File: src/rtl/quadratic_probe_hash_set_core_defines.svh
// assertion macros shared by the hash set rtl
// expects clk and rst_n in the scope where a macro is used
`ifndef QUADRATIC_PROBE_HASH_SET_CORE_DEFINES_SVH
`define QUADRATIC_PROBE_HASH_SET_CORE_DEFINES_SVH

// consequent checked in the same cycle as the antecedent
`define QPHS_ASSERT_NOW(label, ante, cons, msg) \
    label: assert property (@(posedge clk) disable iff (!rst_n) (ante) |-> (cons)) \
        else $error(msg);

// consequent checked in the cycle after the antecedent
`define QPHS_ASSERT_NEXT(label, ante, cons, msg) \
    label: assert property (@(posedge clk) disable iff (!rst_n) (ante) |=> (cons)) \
        else $error(msg);

`endif

File: src/rtl/qphs_pkg.sv
// shared types, codes and constants for the quadratic probe hash set
// no dependencies
`default_nettype none

package qphs_pkg;

    // field widths
    localparam int unsigned KEY_W    = 31;
    localparam int unsigned SIZE_W   = 11;
    localparam int unsigned COUNT_W  = 10;

    // table size limits and reset value
    localparam int unsigned     SIZE_MIN      = 2;
    localparam int unsigned     SIZE_MAX      = 1024;
    localparam logic [SIZE_W-1:0] SIZE_RESET  = 11'd5;
    localparam int unsigned     DEFAULT_DEPTH = 1024;

    // apb port
    localparam int unsigned APB_AW = 3;
    localparam int unsigned APB_DW = 32;

    // register index (byte address divided by four)
    typedef logic [APB_AW-3:0] reg_idx_t;
    localparam reg_idx_t REG_TABLE_SIZE = 1'b0;

    // remainder unit: key padded to an even width, two bits per step
    localparam int unsigned DIV_W     = 32;
    localparam int unsigned DIV_STEPS = DIV_W / 2;
    localparam int unsigned DIV_CNT_W = $clog2(DIV_STEPS);

    // opcodes
    localparam logic OP_INSERT = 1'b0;
    localparam logic OP_TEST   = 1'b1;

    typedef enum logic [2:0] {
        RES_STORED    = 3'd0,
        RES_DUPLICATE = 3'd1,
        RES_FULL      = 3'd2,
        RES_FOUND     = 3'd3,
        RES_ABSENT    = 3'd4
    } status_t;

    typedef struct packed {
        logic              opcode;
        logic [KEY_W-1:0]  key;
    } in_item_t;

    typedef struct packed {
        status_t           status;
        logic [COUNT_W-1:0] item_count;
    } out_item_t;

    // one table slot
    typedef struct packed {
        logic              valid;
        logic [KEY_W-1:0]  key;
    } slot_t;

    typedef enum logic [2:0] {
        S_CLEAR,
        S_IDLE,
        S_DIV,
        S_INIT,
        S_READ,
        S_CHECK,
        S_RESULT
    } state_t;

    // controller to datapath
    typedef struct packed {
        logic clr_step;
        logic accept;
        logic div_step;
        logic probe_init;
        logic advance;
        logic finish;
        logic out_load;
    } cmd_t;

    // datapath to controller
    typedef struct packed {
        logic clr_last;
        logic div_last;
        logic slot_empty;
        logic key_match;
        logic probe_last;
        logic out_free;
    } stat_t;

endpackage

`default_nettype wire

File: src/rtl/qphs_ctrl.sv
// sequencer for the hash set: clearing pass, remainder, probe walk, result
// depends on qphs_pkg
`default_nettype none

module qphs_ctrl (
    input  logic            clk,
    input  logic            rst_n,
    input  logic            in_valid,
    output logic            in_stall,
    input  qphs_pkg::stat_t stat,
    output qphs_pkg::cmd_t  cmd
);

    import qphs_pkg::*;

    state_t state_reg;
    state_t state_next;

    // state register
    always_ff @(posedge clk or negedge rst_n)
    begin
        if (!rst_n)
        begin
            state_reg <= S_CLEAR;
        end
        else
        begin
            state_reg <= state_next;
        end
    end

    // next state
    always_comb
    begin
        state_next = state_reg;
        unique case (state_reg)
            S_CLEAR:
            begin
                if (stat.clr_last)
                begin
                    state_next = S_IDLE;
                end
            end
            S_IDLE:
            begin
                if (in_valid)
                begin
                    state_next = S_DIV;
                end
            end
            S_DIV:
            begin
                if (stat.div_last)
                begin
                    state_next = S_INIT;
                end
            end
            S_INIT:
            begin
                state_next = S_READ;
            end
            S_READ:
            begin
                state_next = S_CHECK;
            end
            S_CHECK:
            begin
                if (stat.slot_empty || stat.key_match || stat.probe_last)
                begin
                    state_next = S_RESULT;
                end
                else
                begin
                    state_next = S_READ;
                end
            end
            S_RESULT:
            begin
                if (stat.out_free)
                begin
                    state_next = S_IDLE;
                end
            end
            default:
            begin
                state_next = S_CLEAR;
            end
        endcase
    end

    // commands
    always_comb
    begin
        cmd      = '0;
        in_stall = 1'b1;
        unique case (state_reg)
            S_CLEAR:
            begin
                cmd.clr_step = 1'b1;
            end
            S_IDLE:
            begin
                in_stall   = 1'b0;
                cmd.accept = in_valid;
            end
            S_DIV:
            begin
                cmd.div_step = 1'b1;
            end
            S_INIT:
            begin
                cmd.probe_init = 1'b1;
            end
            S_READ:
            begin
                cmd = '0;
            end
            S_CHECK:
            begin
                if (stat.slot_empty || stat.key_match || stat.probe_last)
                begin
                    cmd.finish = 1'b1;
                end
                else
                begin
                    cmd.advance = 1'b1;
                end
            end
            S_RESULT:
            begin
                cmd.out_load = stat.out_free;
            end
            default:
            begin
                cmd = '0;
            end
        endcase
    end

endmodule

`default_nettype wire

File: config.mk
export PLATFORM = sky130hd
export DESIGN_NAME = qphs_ctrl
export DESIGN_NICKNAME = d
export VERILOG_FILES = /design/src/rtl/quadratic_probe_hash_set_core_defines.svh /design/src/rtl/qphs_pkg.sv /design/src/rtl/qphs_ctrl.sv
export SDC_FILE = /design/constraint.sdc
export NUM_CORES = 1
export LEC_CHECK = 0
export BUFFER_PORTS_ARGS = -buffer_cell sky130_fd_sc_hd__buf_2
export CORE_AREA = 10 10 47 49
export CTS_CLUSTER_DIAMETER = 150
export DETAILED_ROUTE_END_ITERATION = 8
export DIE_AREA = 0 0 57 59
export GPL_ROUTABILITY_DRIVEN = 1
export PLACE_DENSITY = 0.41
export SYNTH_ARGS = -nofsm -noshare
export SYNTH_HDL_FRONTEND = slang
export SYNTH_SLANG_ARGS = --single-unit
File: constraint.sdc
create_clock -name clk -period 1.1 [get_ports clk]
set_clock_uncertainty 0.15 [all_clocks]
set_input_delay 0.055 -clock clk [delete_from_list [all_inputs] [get_ports clk]]
set_output_delay 0.055 -clock clk [all_outputs]
set_load 0.01 [all_outputs]
==> results of run 1 <==
## layout make-up
class | count | share of cell area (%)
inverters | 2 | 1.43
flip-flops and latches | 3 | 14.8
multi-input cells | 22 | 38.9
repair buffers | 27 | 36.0
well taps | 16 | 3.82
clock buffers | 4 | 5.01
## per-layer routing
layer	up-vias	wire, µm	global-route usage, %
met5	-	0	0
met1	157	313	4.76
met4	0	0	4.03
met3	0	51	2.58
met2	7	568	12.1
li1	162	-	-
## metrics by stage
| stage | cell area (µm²) | util, % |
|---|---|---|
| after floorplan | 272 | - |
| after global placement | 384 | 27.4 |
| after detailed placement | 384 | 27.4 |
| after CTS | 504 | 36.0 |
| after global routing | 524 | 37.4 |
| final | 524 | 37.4 |
## logic make-up (layout without fill, tap and decap cells)
| group | Yosys count | count (layout) | synth area share [%] |
|---|---|---|---|
| simple gates | 16 | 16 | 40.7 |
| flops | 3 | 3 | 31.7 |
| compound gates | 5 | 5 | 15.9 |
| mux | 1 | 1 | 4.23 |
| buf+inv | 4 | 33 | 7.40 |
## worst max-delay path: stages, from the launching register on
cell     delay, ps
dfrtp_2        430
or3_4          410
nor2_4          90
buf_6          100
## worst paths after layout
check	start	to	slack (ps)	depth (start not counted)
worst max-delay path	state_reg[1]	cmd[5]	-370	3
min in group asynchronous	rst_n	state_reg[1]	540	3
worst max register to register	state_reg[1]	state_reg[0]	-230	5
max in group asynchronous	rst_n	state_reg[2]	100	3
worst min register to register	state_reg[0]	state_reg[0]	480	2
worst min-delay path	stat[0]	state_reg[2]	40	3
## cell usage after synthesis, drive strengths merged
cell type  n  area, µm²
clkbuf     1       5.00
nor2       5       21.3
dfrtp      3       75.1
and3       1       6.26
a31o       1       8.76
nor4       1       6.26
o21ai      1       5.00
or3        1       11.3
nand2b     1       6.26
nand2      2       7.51
inv        2       7.50
nor3       2       10.0
nand3b     2       15.0
a2111oi    1       10.0
o22ai      1       6.26
mux2i      1       10.0
nor3b      1       12.5
a21o       1       7.51
buf        1       5.00
## timing repair
action,CTS,global route
resized for setup,9,7
setup buffers,4,0
pin swaps,2,1
endpoints found under the setup margin,11,11
hold buffers,2,0
hold endpoints to repair,3,0
## report_power, final
| group | switching [mW] | internal [mW] | total [mW] |
|---|---|---|---|
| combinational | 0.422 | 0.529 | 0.951 |
| clock | 0.0616 | 0.136 | 0.198 |
| sequential | 0.0650 | 0.172 | 0.237 |
==> metrics list, run 1 <==
- The run finished, with violations left.
- Violated checks: setup timing
- Number of storage elements in the synthesis netlist: 3
- Wire length of the first global-routing pass: 1640 µm
* Number of clock sinks: 3
* Antenna fix cells: 0
* Total of fill cells in the finished design: 154
* Area of the core: 1400 µm²
- Leakage: 0.253 nW
- Number of antenna-violating nets in the routed design: 0
- At the pin with the least slew margin, the transition time is 316 ps.
* Sequential share of the synthesized area: 31.7%
- The register with the most flip-flops in the layout has 3 of them.
- Total number of yosys warnings: 0
* Placed Cells incl. Taps: 64
- The tightest min-delay check is of the in -> reg type.
- Routed wire length per instance: between 10 and 15 µm
- Count of placed standard cells in the final layout, fillers left out: 74
- Clock tree buffer depth: 2
- Summing every instance area after synthesis gives 236 µm².
- Sequential cell area: a little under 80 µm²
* Total area of multi-input combinational cells: around 200 µm²
- Total routed wirelength: a little over 900 µm
- Leaving out fill and tap cells, the most frequent cell in the layout is buf_2.
- Hold slack final: 36.4 ps
* Net count of the mapped netlist: 38
* Initial standard-cell utilization of the core: about 17%
- Setup slack on the critical path of the routed design comes to -369 ps.
* TritonCTS clock tree: done
- Area enclosed by the die boundary: 3360 µm²
- Type of origin of the critical path: register
* Most frequent cells in the layout: buf_2 (15), buf_6 (5), buf_4 (5)
- The first detailed-routing pass ran for 4 iterations.
- Req. time, crit path: between 800 and 900 ps
- For the worst setup path, the data arrival time is 1260 ps.
- After global routing the overflow that remains totals 0.
- Pwr Total: about 1.4 mW
- Routability-driven placement finished with a final weighted congestion of 0.698.
- Setup repair after global routing missed its margin: true
- After technology mapping, the gate count stands at 29.
- Deepest level of the CTS H-tree: 1
- For this run, the top clock speed supported by timing is approximately 680 MHz.
- CP Class: reg -> out
- Dividing total power by cell area gives a power density of 2640 nW/µm².
- The initialized floorplan defines 14 standard-cell rows.
* Number of distinct library cells after synthesis: 21
- Detailed-route vias per instance: about 4.4
- Peak fanout along the critical path: 4
- TritonCTS created 3 clock buffers.
* Via count of the first global-routing pass: roughly 390
* Root cell of the clock tree: clkbuf_4
- Entering global routing, the biggest net connects 7 pins.
- Maximum vdd drop: roughly 0.9 mV
- The die is 59 µm tall.
- The initial antenna violation count is 0.
- Final critical path time including I/O delays and setup: between 1000 and 1500 ps
* Horizontal extent of the die: 57 µm
- DR vias: 326
- Post-CTS clock slew at the launch and capture registers of the worst setup and hold paths: ~40 ps
* Capturing element type of the critical path: output port
* Worst Setup Slack post-DPL: -163 ps
- Remaining design rule violation count: 0
* Final Net Count: 68
- MaxCap Viol Count: 0
* Number of buffers inserted by port buffering: 16
- In the final layout, the share of cells above drive strength 1 is between 70% and 80%.
- The worst path uses 134% of the clock period.
- The final hold violation count came to 0.
- Initial DRC Count: 2
* Clk_lat worst skew: around 240 ps
- For the final routed database, the setup TNS stands at -2760 ps.
- Mean area per synthesized cell: 8.15 µm²
* Number of max-slew violations in the final report: 0
- Relative to the synthesized area, the layout overhead comes to 122%.
- Setup violators final: 11
* # IOs: 17
- Global routing usage summed across all routing layers: 6.14%
- In this run the tightest slew margin relative to its limit is 78.8%.
No activity file was read; power rests on OpenSTA's default activity.
==> inputs of run 2 (changes only) <==
- ABC_AREA: default -> 1
- PLACE_DENSITY: 0.41 -> 0.45
==> run 2 against run 1 <==
  * The flow finishes with violations (hold timing, setup timing)
  * Die area unchanged
  * Clock power about the same
  * Core utilization up 9.6 points
  * Combinational power up 38%
  * Flip-flop and latch count unchanged
  * Cell count up 39%
  * Sequential share of layout area down 2.8 points
  * Via count up 32%
  * Register-to-register slack better by 40 ps
  * Critical path type unchanged
  * Highest routed layer unchanged
==> metrics list, run 2 <==
- 0 antenna diodes ended up in the layout.
- Post-synthesis adder-cell area fraction: 0%
- Total number of yosys warnings: 0
- The via count of the first global-routing pass was 487.
- Summing internal, switching and leakage power gives around 1.8 mW.
- Each instance of the synthesized netlist takes up on average 5.72 µm².
* Smallest setup slack after layout: -275 ps
- Delay contributed by the slowest stage of the critical path: around 440 ps
* Origin of the critical flop-to-flop path: state_reg[2]
* Cell accounting for the most synthesized area: dfrtp_1
* Top FF cell, synth: dfrtp_1
- At the worst endpoint, the arrival time is 1170 ps.
- For this run the aggregate overflow at the end of global routing stands at 0.
- Instance count along the most critical hold path: 4
- Family with the most delay on the worst path: flip-flops
* Post-CTS clock slew at the launch and capture registers of the worst setup and hold paths: 40 ps
* Final critical path time including I/O delays and setup: 1370 ps
- The floorplan step defined a die boundary enclosing 3360 µm².
* Reg-to-reg slack, setup: -190 ps
- Setup repair after global routing could not meet its margin everywhere.
- Post-Synth XOR/XNOR Area: 0%
- Hold slack final: -28.4 ps
- After detailed routing, the average wire length per cell comes to 10.8 µm.
- Synth top area cells: dfrtp_1 (27%), nand2_1 (16%), inv_1 (13%)
- TritonCTS built the clock tree.
- Adding up every negative setup slack in the final design gives -2270 ps.
* Sink of the worst hold path: state_reg[0]
- Antenna violations before repair: 0
* Deepest level of the CTS H-tree: 1
- The first global-routing pass estimated approximately 1900 µm of wire.
* Final Cycle Share: 125%
* Hold path startpoint: in_valid
* Sequential share of the synthesized area: 26.8%
- Cts bufs inserted: 3
- Remaining design rule violation count: 0
* Simple-gate share of the synthesized area: 53.1%
* Path type of the worst min-delay path: in -> reg
- The synthesized netlist occupies a cell area of around 280 µm².
- Worst path slowest cell: dfrtp_2
* Total routed wirelength: 1110 µm
* Setup violators final: 11
- Max reg flops: 3
- Leakage: approximately 0.37 nW
* Area share of the largest cell type after synthesis: 26.8%
* Number of max-slew violations in the final report: 0
- DR vias: 429
* Endpoint of the worst-slack reg-to-reg timing path: state_reg[1]
- Counting every sink on the clock net gives 3.
- Finished Core Util: a little under half
- Post-place instance area: 423 µm²
- 17 I/O pins were placed.
- Entering global routing, the biggest net connects 7 pins.
* Pre-antenna DRT Iters: 4
* Req. time, crit path: 890 ps
* Number of antenna-violating nets in the routed design: 0
- The cell sitting at the root of the clock tree is a clkbuf_4.
* Final Net Count: 97
- The final hold violation count is 1.
* CP Class: reg -> out
- After the first detailed-routing iteration, the DRC count stood at 8.
- Area of the core: roughly 1400 µm²
- Along the worst path, the maximum fanout reaches 5.
- Dominant combinational cell family by area after synthesis: simple AND/OR/NAND/NOR gates
- Post-synthesis async set-or-reset flop share: between 90% and 100%
- Summing the areas of all compound-gate instances in the mapped netlist gives 0% of the synthesized area.
- Most repeated cell in the gate-level netlist after synthesis: nand2_1
- Measured along the x axis, the die boundary spans about 57 µm.
- After detailed routing, the number of vias per cell comes to 4.17.
- Final RePlAce weighted congestion: 0.783
- Measured against its own limit, the worst slew margin works out to just under 90%.
* Clk_lat worst skew: 240 ps
- Critical path buffers and inverters: 2
- Row generation in the floorplan step produced 14 rows.
- Across the VDD grid, the largest voltage drop is roughly 1.1 mV.
- Worst reg-to-reg path cell count: 7
- Most frequent cells in the layout: buf_2 (13), buf_4 (11), buf_6 (9)
- STA classifies the critical path endpoint as an output port.
- Timing would allow up to 727 MHz.
- Number of buffers inserted by port buffering: 16
- Counting flops with a built-in enable in the synthesized netlist gives 0.
- Detailed placement HPWL: 785 µm
* Number of distinct library cells after synthesis: 12
- Area added between synthesis and finish: 135%
- Number of hold-repair buffers added at the cts stage: 2
- For this configuration, the core starts out at a cell density of about a fifth.
- MaxCap Viol Count: 0
* Chain of cells forming the critical path: buf_4 -> nand3_1 -> nor2_1 -> buf_2
* Clock tree buffer depth: 2
* Power density cells: 2770 nW/µm²
* Mapped Cells: 49
- Post-synth top cells: nand2_1 (12), inv_1 (10), nor2_1 (9), nand3_1 (7), dfrtp_1 (3)
- The final reports fail on hold timing, setup timing.
- Vertical die dimension: 59 µm
- Counting every net in the synthesized netlist gives 58.
- The finished cells cover roughly 660 µm².
- STA classifies the critical path startpoint as a register.
- The library cell used most frequently in the layout, excluding fill and tap cells, is buf_2.
* Multiplexer fraction of the synthesized cell area: 0%
- Global routing usage summed across all routing layers: 7.06%
* Transition time at the pin with the least slew margin: 197 ps
- The flow ran to the end, but the final reports show violations.
- The synthesized design contains 3 register bits.
- Fraction of final layout cells sized beyond drive strength 1: 66.7%
run 2: cell types whose count changed in the layout (fill, tap and decap cells not counted), moves of 3 or more:
cell | before | now
inv_2 | 1 | 4
nand2_1 | 0 | 8
buf_4 | 5 | 11
nor2_1 | 2 | 5
nand3_1 | 0 | 4
inv_1 | 1 | 7
nand3_2 | 0 | 3
buf_6 | 5 | 9
run 2: power breakdown:
group          internal [mW]  switching, mW
clock network          0.136         0.0618
registers              0.178          0.141
logic                  0.717          0.589
total                   1.03          0.792
run 2: worst max-delay path by stage:
stage	from	end	slack, ps	cells after the start
after floorplan	state_reg[0]	state_reg[1]	-20	6
after global placement	state_reg[0]	state_reg[1]	-150	6
after detailed placement	state_reg[0]	state_reg[1]	-130	6
after CTS	state_reg[2]	cmd[6]	-240	3
after global routing	state_reg[0]	cmd[2]	-320	5
final	state_reg[2]	cmd[0]	-270	4
run 2: timing repair:
action / in CTS / in global routing
setup endpoints to repair: 11 / 11
resized for setup: 14 / 16
pin swaps: 5 / 6
setup buffers: 8 / 3
hold endpoints to repair: 4 / 1
run 2: kinds of logic after synthesis:
kind of cell,count (synthesis)
flops,3
simple gates,33
buf+inv,13
run 2: area by class of cell:
cell class	instances	area (µm²)
clock buffer	4	26.3
fill	145	742
inverter	12	47.5
multi-input combinational	33	218
sequential	3	78.8
tap	16	20.0
timing repair buffer	35	269
run 2: worst min-delay path, stage by stage:
cell and delay, ps:
buf_2 70, inv_1 50, nand3_2 90, nand2_1 50
run 2: stage by stage:
step	std cells	setup slack (ps)	hold WS, ps
floorplan	49	-20.5	-391
global placement	86	-148	-296
detailed placement	86	-129	-297
CTS	100	-238	-31.5
global route	103	-320	0.880
finish	103	-275	-28.4
run 2: per-layer routing:
layer / global-route usage [%] / vias up / part of all wire (%)
met2: 11.5 / 16 / 47
met5: 0 / - / 0
met1: 7.76 / 189 / 46
li1: - / 224 / -
met4: 4.03 / 0 / 0
met3: 2.58 / 0 / 6.6
==> inputs of run 3 (changes only) <==
- REMOVE_ABC_BUFFERS: default -> 1
- SKIP_LAST_GASP: default -> 1
==> run 3 against run 2 <==
  * Core utilization decreased by 4.0 points
  * The flow finishes with violations (setup timing)
  * Clock power shrank 2%
  * Global-route usage is 0.74 points lower
  * Sequential share of layout area up 1.1 points
  * Worst hold slack improved by 88 ps
  * Flip-flop and latch count stayed put
  * Highest routed layer unchanged
==> metrics list, run 3 (same netlist as run 2, synthesis figures left out) <==
- After floorplanning, the core was divided into 14 placement rows.
- Wires add up to 1100 µm.
- Vertical die dimension: roughly 60 µm
* Worst path slowest cell: dfrtp_2
- For this design the total switching power over the nets is 0.745 mW.
- The via count of the first global-routing pass is approximately 410.
- The first global-routing pass estimated 1680 µm of wire.
- Area added between synthesis and finish: 115%
- Entering global routing, the biggest net connects 7 pins.
* Area enclosed by the die boundary: 3360 µm²
- In this run the worst path has a maximum fanout of 4.
* Final Cycle Share: 123%
- # IOs: 17
* Path type of the worst min-delay path: in -> reg
- Leakage: 0.352 nW
- Traced cell by cell, the critical path runs through buf_4 -> nor2_4 -> nand2_2 -> inv_2 -> buf_6.
- The final reports fail on setup timing.
- Initial standard-cell utilization of the core: 20.0%
* Type of origin of the critical path: register
* Fraction of power spent switching nets: 44.8%
- Global routing usage summed across all routing layers: 6.31%
* Total of fill cells in the finished design: 150
- Smallest setup slack after layout: -252 ps
* DR vias: 408
- Routability-driven placement finished with a final weighted congestion of 0.824.
- Overflow left after global routing: 0
- Clock-pin slew was measured on the worst setup and hold paths at 40 ps.
- The critical path in this run is classified as reg -> out.
- The wire-length estimate of the detail-placed layout is 756 µm.
* Setup violators final: 11
- Combinational cells account for 70.3% of the total power.
- Maximum vdd drop: approximately 1.5 mV
- Worst-case headroom to the max-slew limit: 87.1%
- After the last flow step, the layout net total stands at 93.
- CTS built an H-tree with a depth of 1.
* Capturing element type of the critical path: output port
* Clock tree buffer depth: 2
- Sequential cell area: a little under 80 µm²
* Horizontal extent of the die: 57 µm
- Dividing total power by cell area gives a power density of 2760 nW/µm².
- Hold slack final: 59.5 ps
- Max reg flops: 3
* Fraction of final layout cells sized beyond drive strength 1: between 50% and 60%
* Number of antenna-violating nets in the routed design: 0
- Number of max-slew violations in the final report: 0
* Total area of multi-input combinational cells: 205 µm²
- Buffers inserted during clock tree synthesis total 3.
- Static timing analysis puts the maximum clock frequency at 740 MHz.
- Routed wire length per instance: about 11 µm
* Most common cell after layout, fill and taps aside: buf_2
- Arrival time reported for the critical path endpoint: 1150 ps
* Area of the core: 1400 µm²
* Antenna violations before repair: 0
- Antenna fix cells: 0
- Registers are responsible for a little under a fifth of the overall power.
- Cell Int Power: 0.919 mW
- Finished Core Util: 43.0%
- The smallest clock period supported by the final layout is computed as 1350 ps.
* Remaining design rule violation count: 0
* Initial DRC Count: 2
- The share of total power dissipated in the clock network is 11.6%.
* Number of buffers inserted by port buffering: 16
- Using the TritonRoute via totals, the vias-per-cell ratio works out to roughly 4.1.
- For the worst setup path, the data required time is 890 ps.
* Delay contributed by the slowest stage of the critical path: 430 ps
- TritonCTS clock tree: done
- Clk_lat worst skew: around 230 ps
* Transition time at the pin with the least slew margin: between 150 and 200 ps
- The first detailed-routing pass ran for 3 iterations.
* Setup repair after global routing missed its margin: true
* Status: finished with violations
* Number of clock sinks: 3
- Across the run, the number of max-cap violations was 0.
- CTS placed an instance of clkbuf_4 at the clock tree root.
- Most frequent cells in the layout: buf_2 (14), nand2_1 (9), buf_4 (9)
- The final hold violation count is 0.
[run 3: power by group through the flow]
stage                     clock network [mW]  logic, mW  registers [mW]
after floorplan                            0      0.392           0.250
after global placement                     0      0.741           0.256
after detailed placement                   0      0.732           0.255
after CTS                              0.206      0.931           0.284
after global routing                   0.215       1.29           0.313
final                                  0.194       1.17           0.301
[run 3: per-stage QoR]
step / total power, mW / TNS [ps] / cells / instance area [µm²] / setup WS [ps]
3_5_place_dp: 0.987 / -560 / 87 / 422 / -173
6_report: 1.66 / -2230 / 99 / 603 / -252
5_1_grt: 1.82 / -2950 / 99 / 603 / -324
4_1_cts: 1.42 / -2100 / 97 / 532 / -238
3_3_place_gp: 0.997 / -620 / 87 / 422 / -184
2_1_floorplan: 0.642 / -221 / 48 / 269 / -82.8
[run 3: worst max-delay path: cells and delay by family (launching register included)]
| kind | cells | cell delay [ps] |
|---|---|---|
| and+or+nand+nor | 2 | 200 |
| buffers and inverters | 3 | 290 |
| DFF | 1 | 430 |
[run 3: routing by layer]
metal | share of wire, % | track usage [%] | wire [µm]
met5 | 0 | 0 | 0
met4 | 0 | 5.03 | 0
met3 | 6.7 | 1.93 | 74
met2 | 59 | 12.4 | 645
met1 | 34 | 5.00 | 376
[run 3: cell type report]
type	instances	area share, %
clock buffers	4	4.36
inverters	12	7.88
multi-input cells	33	34.0
flip-flops and latches	3	13.1
well taps	16	3.32
repair buffers	31	37.3
[run 3: worst paths after layout]
check / cells after the start / to / startpoint / slack [ps]
worst min-delay path: 6 / state_reg[1] / stat[0] / 60
max in group asynchronous: 3 / state_reg[2] / rst_n / 100
worst min register to register: 4 / state_reg[0] / state_reg[0] / 580
min in group asynchronous: 3 / state_reg[0] / rst_n / 540
worst max-delay path: 5 / cmd[4] / state_reg[0] / -250
worst max register to register: 7 / state_reg[1] / state_reg[0] / -210
[run 3: what timing repair did]
action	4_1_cts	5_1_grt
buffers inserted	4	2
endpoints found under the setup margin	11	11
hold buffers	2	0
hold endpoints to repair	3	0
gates cloned	0	0
gates resized for setup	11	14
pin swaps	5	4
